[src/rtl/core/i2c_register_access_master_top_macros.svh]
// Assertion macros shared by the register-access I2C master RTL.
// Depends on nothing; included by i2c_register_access_master_top.sv, which carries assertions.
`ifndef I2C_REGISTER_ACCESS_MASTER_TOP_MACROS_SVH
`define I2C_REGISTER_ACCESS_MASTER_TOP_MACROS_SVH

// Same-cycle implication, disabled while reset is asserted.
`define I2CRAM_ASSERT_NOW(label, clk, rstn, ante, cons, msg) \
    label: assert property (@(posedge clk) disable iff (!(rstn)) (ante) |-> (cons)) \
        else $error(msg);

// Next-cycle implication, disabled while reset is asserted.
`define I2CRAM_ASSERT_NEXT(label, clk, rstn, ante, cons, msg) \
    label: assert property (@(posedge clk) disable iff (!(rstn)) (ante) |=> (cons)) \
        else $error(msg);

`endif

[src/rtl/core/i2cram_pkg.sv]
// Package for the register-access I2C master: bus phase and byte stage types,
// command codes and field widths. Depends on nothing.
package i2cram_pkg;

    // Command codes carried in the mode field.
    localparam logic [1:0] MODE_TICK  = 2'd0;
    localparam logic [1:0] MODE_WRITE = 2'd1;
    localparam logic [1:0] MODE_READ  = 2'd2;

    localparam int unsigned ADDR_W   = 7;
    localparam int unsigned BYTE_W   = 8;
    localparam int unsigned BITCNT_W = 4;
    localparam int unsigned S_DATA_W = 24;
    localparam int unsigned M_DATA_W = 16;

    // One bus-line change per phase.
    typedef enum logic [3:0] {
        PH_IDLE,
        PH_START_LOW,
        PH_TX_SET,
        PH_TX_HIGH,
        PH_TX_LOW,
        PH_ACK_REL,
        PH_ACK_HIGH,
        PH_ACK_LOW,
        PH_RS_HIGH,
        PH_RS_SDA,
        PH_RS_LOW,
        PH_RX_HIGH,
        PH_RX_LOW,
        PH_SP_SDA,
        PH_SP_SCL,
        PH_SP_END
    } phase_t;

    // Which byte of the transaction is on the wire.
    typedef enum logic [1:0] {
        STAGE_ADDR_W,
        STAGE_REG,
        STAGE_DATA,
        STAGE_ADDR_R
    } stage_t;

endpackage

[src/rtl/core/i2c_register_access_master_top.sv]
// Register-access I2C master, stepped one bus-line change per input item.
// Depends on i2cram_pkg and i2c_register_access_master_top_macros.svh.
//
//  Channel | Direction | Handshake           | Contents
//  s_      | in        | s_tvalid / s_tready | tick, optional command start, sampled SDA
//  m_      | out       | m_tvalid / m_tready | line levels, busy, done, last read byte
//  cfg_    | in        | cfg_valid/cfg_ready | seven-bit device address
//
// The sequencer state and the result register are updated on the edge that accepts
// an item, so one item per cycle is sustained while m_tready is high.
// The single result register frees up as it is taken, so s_tready stays high
// while m_tready is high; it drops only while a result waits and m_tready is low.
// Reset (aresetn low, synchronous) returns to idle, both lines high, address 24.
// cfg_ready is always high.
`include "i2c_register_access_master_top_macros.svh"

module i2c_register_access_master_top
    import i2cram_pkg::*;
(
    input  logic                aclk,
    input  logic                aresetn,
    // Input items.
    input  logic                s_tvalid,
    output logic                s_tready,
    // tdata from bit 0: register_index[7:0], write_data[15:8], sda_in[16], zero[23:17]
    input  logic [S_DATA_W-1:0] s_tdata,
    // tuser from bit 0: mode[1:0]
    input  logic [1:0]          s_tuser,
    // Result items.
    output logic                m_tvalid,
    input  logic                m_tready,
    // tdata from bit 0: scl[0], sda[1], busy_res[2], done_res[3], read_data[11:4],
    // zero[15:12]
    output logic [M_DATA_W-1:0] m_tdata,
    // Configuration write.
    input  logic                cfg_valid,
    output logic                cfg_ready,
    input  logic [ADDR_W-1:0]   cfg_data
);

    phase_t              phase_reg, phase_next;
    stage_t              stage_reg, stage_next;
    logic [BITCNT_W-1:0] bit_count_reg, bit_count_next;
    logic [BYTE_W-1:0]   shift_byte_reg, shift_byte_next;
    logic [BYTE_W-1:0]   captured_reg, captured_next;
    logic [BYTE_W-1:0]   held_register_reg, held_register_next;
    logic [BYTE_W-1:0]   held_data_reg, held_data_next;
    logic                is_read_reg, is_read_next;
    logic                scl_reg, scl_next;
    logic                sda_reg, sda_next;
    logic                done_next;
    logic [ADDR_W-1:0]   dev_addr_reg;
    logic                m_valid_reg;
    logic [M_DATA_W-1:0] m_data_reg;

    logic                s_accept;
    logic [BYTE_W-1:0]   addr_byte;
    logic [BYTE_W-1:0]   in_register;
    logic [BYTE_W-1:0]   in_data;
    logic                in_sda;

    assign s_tready  = !m_valid_reg || m_tready;
    assign s_accept  = s_tvalid && s_tready;
    assign cfg_ready = 1'b1;
    assign m_tvalid  = m_valid_reg;
    assign m_tdata   = m_data_reg;

    assign in_register = s_tdata[BYTE_W-1:0];
    assign in_data     = s_tdata[2*BYTE_W-1:BYTE_W];
    assign in_sda      = s_tdata[2*BYTE_W];
    assign addr_byte   = {dev_addr_reg, 1'b0};

    // Device address register.
    always_ff @(posedge aclk) begin
        if (!aresetn) begin
            dev_addr_reg <= ADDR_W'(24);
        end else if (cfg_valid && cfg_ready) begin
            dev_addr_reg <= cfg_data;
        end
    end

    // Sequencer state registers.
    always_ff @(posedge aclk) begin
        if (!aresetn) begin
            phase_reg         <= PH_IDLE;
            stage_reg         <= STAGE_ADDR_W;
            bit_count_reg     <= '0;
            shift_byte_reg    <= '0;
            captured_reg      <= '0;
            held_register_reg <= '0;
            held_data_reg     <= '0;
            is_read_reg       <= 1'b0;
            scl_reg           <= 1'b1;
            sda_reg           <= 1'b1;
        end else begin
            phase_reg         <= phase_next;
            stage_reg         <= stage_next;
            bit_count_reg     <= bit_count_next;
            shift_byte_reg    <= shift_byte_next;
            captured_reg      <= captured_next;
            held_register_reg <= held_register_next;
            held_data_reg     <= held_data_next;
            is_read_reg       <= is_read_next;
            scl_reg           <= scl_next;
            sda_reg           <= sda_next;
        end
    end

    // Next state: one line change for each accepted item.
    always_comb begin
        phase_next         = phase_reg;
        stage_next         = stage_reg;
        bit_count_next     = bit_count_reg;
        shift_byte_next    = shift_byte_reg;
        captured_next      = captured_reg;
        held_register_next = held_register_reg;
        held_data_next     = held_data_reg;
        is_read_next       = is_read_reg;
        scl_next           = scl_reg;
        sda_next           = sda_reg;
        done_next          = 1'b0;
        if (s_accept) begin
            unique case (phase_reg)
                PH_IDLE: begin
                    // Only the two start codes begin a transaction.
                    if (s_tuser == MODE_WRITE || s_tuser == MODE_READ) begin
                        is_read_next       = (s_tuser == MODE_READ);
                        held_register_next = in_register;
                        held_data_next     = in_data;
                        sda_next           = 1'b0;
                        phase_next         = PH_START_LOW;
                    end
                end
                PH_START_LOW: begin
                    scl_next        = 1'b0;
                    shift_byte_next = addr_byte;
                    bit_count_next  = '0;
                    stage_next      = STAGE_ADDR_W;
                    phase_next      = PH_TX_SET;
                end
                PH_TX_SET: begin
                    sda_next   = shift_byte_reg[BYTE_W-1];
                    phase_next = PH_TX_HIGH;
                end
                PH_TX_HIGH: begin
                    scl_next   = 1'b1;
                    phase_next = PH_TX_LOW;
                end
                PH_TX_LOW: begin
                    scl_next        = 1'b0;
                    shift_byte_next = {shift_byte_reg[BYTE_W-2:0], 1'b0};
                    bit_count_next  = bit_count_reg + BITCNT_W'(1);
                    phase_next      = (bit_count_next >= BITCNT_W'(BYTE_W)) ? PH_ACK_REL
                                                                            : PH_TX_SET;
                end
                PH_ACK_REL: begin
                    sda_next   = 1'b1;
                    phase_next = PH_ACK_HIGH;
                end
                PH_ACK_HIGH: begin
                    scl_next   = 1'b1;
                    phase_next = PH_ACK_LOW;
                end
                PH_ACK_LOW: begin
                    scl_next = 1'b0;
                    // Pick what follows from the byte that was just sent.
                    case (stage_reg)
                        STAGE_ADDR_W: begin
                            shift_byte_next = held_register_reg;
                            bit_count_next  = '0;
                            stage_next      = STAGE_REG;
                            phase_next      = PH_TX_SET;
                        end
                        STAGE_REG: begin
                            if (is_read_reg) begin
                                phase_next = PH_RS_HIGH;
                            end else begin
                                shift_byte_next = held_data_reg;
                                bit_count_next  = '0;
                                stage_next      = STAGE_DATA;
                                phase_next      = PH_TX_SET;
                            end
                        end
                        STAGE_DATA: begin
                            phase_next = PH_SP_SDA;
                        end
                        default: begin
                            shift_byte_next = '0;
                            bit_count_next  = '0;
                            phase_next      = PH_RX_HIGH;
                        end
                    endcase
                end
                PH_RS_HIGH: begin
                    scl_next   = 1'b1;
                    phase_next = PH_RS_SDA;
                end
                PH_RS_SDA: begin
                    sda_next   = 1'b0;
                    phase_next = PH_RS_LOW;
                end
                PH_RS_LOW: begin
                    scl_next        = 1'b0;
                    shift_byte_next = {dev_addr_reg, 1'b1};
                    bit_count_next  = '0;
                    stage_next      = STAGE_ADDR_R;
                    phase_next      = PH_TX_SET;
                end
                PH_RX_HIGH: begin
                    // Sample on the rising SCL while data bits remain; the SCL pulse after the byte is the NACK.
                    scl_next = 1'b1;
                    if (bit_count_reg < BITCNT_W'(BYTE_W)) begin
                        shift_byte_next = {shift_byte_reg[BYTE_W-2:0], in_sda};
                    end
                    phase_next = PH_RX_LOW;
                end
                PH_RX_LOW: begin
                    scl_next = 1'b0;
                    if (bit_count_reg < BITCNT_W'(BYTE_W)) begin
                        bit_count_next = bit_count_reg + BITCNT_W'(1);
                        phase_next     = PH_RX_HIGH;
                    end else begin
                        phase_next = PH_SP_SDA;
                    end
                end
                PH_SP_SDA: begin
                    sda_next   = 1'b0;
                    phase_next = PH_SP_SCL;
                end
                PH_SP_SCL: begin
                    scl_next   = 1'b1;
                    phase_next = PH_SP_END;
                end
                PH_SP_END: begin
                    sda_next = 1'b1;
                    if (is_read_reg) begin
                        captured_next = shift_byte_reg;
                    end
                    done_next  = 1'b1;
                    phase_next = PH_IDLE;
                end
                default: begin
                    scl_next   = 1'b1;
                    sda_next   = 1'b1;
                    phase_next = PH_IDLE;
                end
            endcase
        end
    end

    // Result register: loaded on accept, emptied when taken.
    always_ff @(posedge aclk) begin
        if (!aresetn) begin
            m_valid_reg <= 1'b0;
        end else if (s_accept) begin
            m_valid_reg <= 1'b1;
        end else if (m_tready) begin
            m_valid_reg <= 1'b0;
        end
    end

    always_ff @(posedge aclk) begin
        if (s_accept) begin
            m_data_reg <= {4'b0000, captured_next, done_next, (phase_next != PH_IDLE),
                           sda_next, scl_next};
        end
    end

    // Checks on the sequencer.
    `I2CRAM_ASSERT_NOW(a_idle_lines_high, aclk, aresetn, phase_reg == PH_IDLE,
        scl_reg && sda_reg, "idle with a bus line held low")
    `I2CRAM_ASSERT_NOW(a_bit_count_range, aclk, aresetn, 1'b1,
        bit_count_reg <= BITCNT_W'(BYTE_W), "bit counter past one byte")
    `I2CRAM_ASSERT_NOW(a_done_not_busy, aclk, aresetn, m_valid_reg && m_data_reg[3],
        !m_data_reg[2] && m_data_reg[1] && m_data_reg[0], "done reported without a finished stop")
    `I2CRAM_ASSERT_NEXT(a_tick_stays_idle, aclk, aresetn,
        s_accept && phase_reg == PH_IDLE && s_tuser == MODE_TICK,
        phase_reg == PH_IDLE, "plain tick left idle")

endmodule
[config.mk]
export PLATFORM = sky130hd
export DESIGN_NAME = i2c_register_access_master_top
export DESIGN_NICKNAME = d
export VERILOG_FILES = /design/src/rtl/core/i2cram_pkg.sv /design/src/rtl/core/i2c_register_access_master_top.sv
export VERILOG_INCLUDE_DIRS = /design/src /design/src/rtl/core
export SDC_FILE = /design/constraint.sdc
export NUM_CORES = 1
export LEC_CHECK = 0
export BUFFER_PORTS_ARGS = -buffer_cell sky130_fd_sc_hd__clkbuf_2
export CAP_MARGIN = 40
export CORE_UTILIZATION = 50
export CTS_CLUSTER_SIZE = 12
export DETAILED_ROUTE_END_ITERATION = 7
export PLACE_DENSITY = 0.76
export SLEW_MARGIN = 20
export SYNTH_ARGS = -nofsm -noshare
export SYNTH_HDL_FRONTEND = slang
export SYNTH_SLANG_ARGS = --single-unit
export TNS_END_PERCENT = 20
[constraint.sdc]
create_clock -name aclk -period 1.8 [get_ports aclk]
set_input_delay 0.27 -clock aclk [delete_from_list [all_inputs] [get_ports aclk]]
set_output_delay 0.27 -clock aclk [all_outputs]
set_load 0.01 [all_outputs]
# Yosys cells after proc, flatten, opt, wreduce, memory -nomap -nowiden
# Index checks and enable logic that the tools add are counted.
totals:
  ff_bits: 65
  in_bits: 38
  out_inout_bits: 19
  wordCells: 89
classes:
  addsub: 1
  magnitude_cmp: 2
  n_eq_ne: 24
  mux: 29
  n_reduce_logical: 20
ops:
  columns: ["cell", "n"]
  rows:
  - ["$pmux W4 S15", 1]
  - ["$mux W8", 5]
  - ["$pmux W8 S5", 1]
  - ["$eq A4 B4 Y1 const B", 8]
  - ["$pmux W8 S3", 1]
  - ["$mux W4", 5]
  - ["$eq A4 B3 Y1 const B", 4]
  - ["$pmux W4 S4", 1]
  - ["$pmux W4 S3", 1]
  - ["$reduce_and A5 Y1", 2]
  - ["$reduce_or A5 Y1", 2]
  - ["$eq A4 B2 Y1 const B", 2]
  - ["$pmux W4 S2", 1]
  - ["$reduce_bool A4 Y1", 2]
  - ["$mux W1", 6]
  - ["$mux W3", 2]
  - ["$ne A2 B2 Y1 const B", 3]
  - ["$pmux W2 S3", 1]
  - ["$reduce_or A2 Y1", 3]
  - ["$reduce_bool A5 Y1", 1]
  - ["$add A4 B1 Y4 const B", 1]
  - ["$eq A2 B1 Y1 const B", 2]
  - ["$eq A2 B2 Y1 const B", 2]
  - ["$eq A4 B1 Y1 const B", 1]
  - ["other kinds (17)", 18]

# Logic depth before layout (Yosys ltp)
logic_depth:
  depth_word: 6
  ltp_mapped: 8
  depth_no_buf: 7

# Worst setup path before layout
# OpenSTA, ideal clock, no wires.
synth_timing:
  path_type: "register -> register"
  startpoint: "register m_valid_reg, in the netlist m_tvalid"
  endpoint: "register m_data_reg[2], in the netlist m_tdata[2] (data pin)"
  setup_time_ps: 272
  arrival_time_ps: 1636
  t_required_ps: 1528
  setup_slack_ps: -108
  path_stages_with_launch: 7
  n_path_buf: 0
  period_less_slack_ps: 1908
  cell_sequence: "dfxtp_1 > nand2b_4 > nand2_4 > inv_2 > nand2_1 > o32a_1 > or4_1"
synth_between:
  elab_chain_len: 5
synth_lines:
  columns: ["item", "line_no", "source"]
  rows:
  - ["start, declared", "i2c_register_access_master_top.sv:53", "logic m_valid_reg;"]
  - ["start signal, assigned", "i2c_register_access_master_top.sv:254", "m_valid_reg <= 1'b0;"]
  - ["start signal, assigned", "i2c_register_access_master_top.sv:256", "m_valid_reg <= 1'b1;"]
  - ["start signal, assigned", "i2c_register_access_master_top.sv:258", "m_valid_reg <= 1'b0;"]
  - ["$logic_not A1 Y1", "i2c_register_access_master_top.sv:62", "assign s_tready = !m_valid_reg || m_tready;"]
  - ["$logic_or A1 B1 Y1", "i2c_register_access_master_top.sv:62", null]
  - ["named net s_tready", "i2c_register_access_master_top.sv:24", "output logic s_tready,"]
  - ["$logic_and A1 B1 Y1", "i2c_register_access_master_top.sv:63", "assign s_accept = s_tvalid && s_tready;"]
  - ["named net s_accept", "i2c_register_access_master_top.sv:56", "logic s_accept;"]
  - ["$mux W4", "i2c_register_access_master_top.sv:122", "if (s_accept) begin"]
  - ["$reduce_bool A4 Y1", "i2c_register_access_master_top.sv:264", "m_data_reg <= {4'b0000, captured_next, done_next, (phase_next != PH_IDLE),"]
  - ["end signal, assigned", "i2c_register_access_master_top.sv:264", null]
  - ["end, declared", "i2c_register_access_master_top.sv:54", "logic [M_DATA_W-1:0] m_data_reg;"]
# The timed path passes the listed nets, and every way through them passes these cells.
# A chain may end at the register's enable or synchronous reset.

# Worst setup path after layout
layout_timing:
  startpoint: "register phase_reg[1]"
  endpoint: "register m_data_reg[2], in the netlist m_tdata[2] (data pin)"
layout_between:
  elab_chain_len: 5
  word_cells_on_any_way: 21
  cone_classes: "eq/ne (15); mux (3); reduce/logical (3)"
layout_lines:
  columns: ["item", "line_no", "source"]
  rows:
  - ["start, declared", "i2c_register_access_master_top.sv:41", "phase_t phase_reg, phase_next;"]
  - ["start signal, assigned", "i2c_register_access_master_top.sv:96", "phase_reg <= phase_next;"]
  - ["$eq A4 B4 Y1 or $eq A4 B1 Y1 (tied branches)", "i2c_register_access_master_top.sv:123", "unique case (phase_reg)"]
  - ["$reduce_or A2 Y1 (no line)", null, null]
  - ["$pmux W4 S15", "i2c_register_access_master_top.sv:123", null]
  - ["$mux W4 *", "i2c_register_access_master_top.sv:122", null]
  - ["$reduce_bool A4 Y1 *", "i2c_register_access_master_top.sv:264", null]
# Every way passes the cells marked *; elsewhere a longest branch is shown, timed or not.

==> run metrics <==
data required time of the critical path=1890 ps; row count=28; clock tree skew after final layout=8.44 ps; Final Cycle Share=1.02; Routed wire per std cell=15.4 µm; die outline area=6440 µm²; standard cell with the maximum stage delay on the critical path=or4_1; launch point of the worst reg-to-reg path=phase_reg[1]; area of the core=5920 µm²; main combinational cell family by area after synthesis=simple AND/OR/NAND/NOR gates; Num CTS Buffers=9; first-pass GRT wire length=11100 µm; post-route non-filler standard cell count=475; total power=3.50 mW; post-layout min period=1840 ps; Highest Clock Rate=544 MHz; initial standard-cell utilization of the core=0.517; CP Max Fanout=7; number of hold-slack violations in the final timing report=0; number of cells after detailed placement=446; category of the critical setup timing path=reg2reg; number of distinct standard cells referenced by the synthesized netlist=57; worst hold-check slack=138 ps; post-layout util=0.689; area added between synthesis and finish=33.2%; class of the tightest hold or removal check=in2reg; unrepaired setup endpoints after global routing=true; area of all sequential standard cells=1450 µm²; R2R cell count=5; number of global-route vias before repair=2398; clock tree buffer depth=2; number of flip-flops in the largest register=12; post-place instance area=3570 µm²; pin count of the biggest net entering global routing=32; sum of negative setup slack=-38.2 ps; CTS hold repair buffers=0; Die Height=80.3 µm; ratio of cells with drive above 1 in the final layout=0.375; cell breakdown of the critical path=nor2_2 -> buf_4 -> a2bb2oi_2 -> o32a_1 -> or4_1; pre-CTS setup slack=-152 ps; post-synthesis share of cell area spent on full adders, half adders and majority gates=0.00817; count of flip-flops with a built-in enable after synthesis=12; synthesized area per cell=10.0 µm²; global-route usage over all layers=0.230; Worst-path clk slew=70 ps; DR vias=2631; area of the multi-input gates=1610 µm²; end of the worst register-to-register path=m_tdata[2]; result of the run=finished, violations left; global-route congestion overflow total=0; share of synthesized area spent on multiplexers=0.111; antenna violations before repair=0; register area share after synthesis=0.464; Top FF cell, synth=dfxtp_1; MaxCap Viol Count=0; pwr dens=857 nW/µm²; Warnings, synthesis=0; count of antenna-violating nets left after detailed routing=0; slack of the critical path=-38.2 ps; number of cells traversed by the worst hold path=3; width of the die=80.3 µm; clock root buffer=clkbuf_8; Hold EP=dev_addr_reg[3]; routability-driven placement congestion ratio=0.904; kind of start point of the critical path=register; post-synthesis async set-or-reset flop share=0; data arrival time at the worst-slack endpoint=1920 ps; Detailed Route Iter0 Violations=183; Clock H-tree levels=3; worst min-delay path startpoint=cfg_data[3]; commonest cells after routing, fill and taps aside=dfxtp_1, clkbuf_2, buf_4; simple logic cell fraction of the synthesized area=0.202; DRC violation count after routing=0; I/O pin total=57; kind of end point of the critical path=register; aggregate routed wire length=7310 µm; Post-Syn Area=3060 µm²; slack of the worst reg-to-reg path=-40 ps; violations in the final reports=negative setup slack; cell count after synthesis=306; highest cell delay on the worst timing path=510 ps; cell area after layout=4080 µm²; Seq cells post-synth=65; worst vdd rail ir drop=0.679 mV; number of fill cells=446; Worst-Skew Late Latency=340 ps; leakage power of the design=1.81 nW; number of endpoints failing setup at the final stage=1; Buffers on Ports=44; Synth Area in Compound Gates=0.144; post-synthesis xor/xnor area fraction=0.0143; drt first pass iters=6; post-layout net count=435; vias per std cell=5.54; CTS tree=done; clock sink count=65; count of pins over their slew limit=0; DP Wirelength=4980 µm; final antenna diode count=0
## area by class of cell
type,count,area share
Clock buffer,11,0.0374
Clock inverter,5,0.0209
Inverter,6,0.00736
Multi-Input combinational cell,217,0.395
Sequential cell,65,0.354
Tap cell,75,0.0230
Timing Repair Buffer,96,0.162
## cell usage after synthesis, types with 3 or more instances
cell       n  area share
inv_1      4      0.0049
buf_4      7       0.017
buf_6      4       0.015
and2_1    14       0.029
o21ai_0    7       0.011
edfxtp_1  12        0.12
nand2_1   18       0.022
a222oi_1   7       0.023
xnor2_1    4       0.011
o32a_1     3      0.0098
mux2i_1   25       0.082
nor3b_1    3      0.0074
mux2_1     8       0.029
dfxtp_1   53        0.35
a31oi_1    3      0.0061
nor3_1     5      0.0082
a21oi_1   15       0.025
nor2_1    37       0.045
nand2b_1   5       0.010
clkbuf_1   5      0.0061
nor2b_1    5       0.010
a311oi_1   7       0.020
buf_2      5      0.0082
nand3_1    6      0.0098
## how the worst max path moves through the flow
stage / from / endpoint / slack [ps]
3_3_place_gp: s_tuser[0] / m_tdata[2] / -150
2_1_floorplan: m_tvalid / m_tdata[2] / 2
6_report: phase_reg[1] / m_tdata[2] / -40
3_5_place_dp: s_tuser[0] / m_tdata[2] / -150
4_1_cts: bit_count_reg[0] / m_tdata[2] / 0.5
5_1_grt: phase_reg[1] / m_tdata[2] / -70
## kinds of logic after synthesis
group,after synthesis
adder cells (fa/ha/maj),2
AO/OA/AOI/OAI,60
buffers and inverters,27
flip-flops,65
other,2
multiplexers,33
AND/OR/NAND/NOR,112
XOR/XNOR,5
## worst max-delay path, delay by kind of cell, from the launching register on
family | cells | cell delay, ps
simple gates | 2 | 630
flops | 1 | 390
buf+inv | 1 | 150
compound gates | 2 | 410
## routing by layer
metal	GRT usage	up-vias	routed length (µm)
li1	-	1286	-
met1	0.313	1247	3350
met2	0.344	81	3460
met3	0.0557	17	345
met4	0.105	0	156
met5	0	-	0
## where the power goes
part           switching [mW]  internal (mW)  total, mW
clock                   0.582          0.872       1.45
sequential             0.0475           1.55       1.59
combinational           0.229          0.221      0.450
total                   0.858           2.64       3.50
## timing repair
action                                  4_1_cts  5_1_grt
pin swaps                                     4       16
resized for setup                            22       25
endpoints found under the setup margin       29       25
buffers inserted                              3       10
Power figures use the tool's default switching activity.
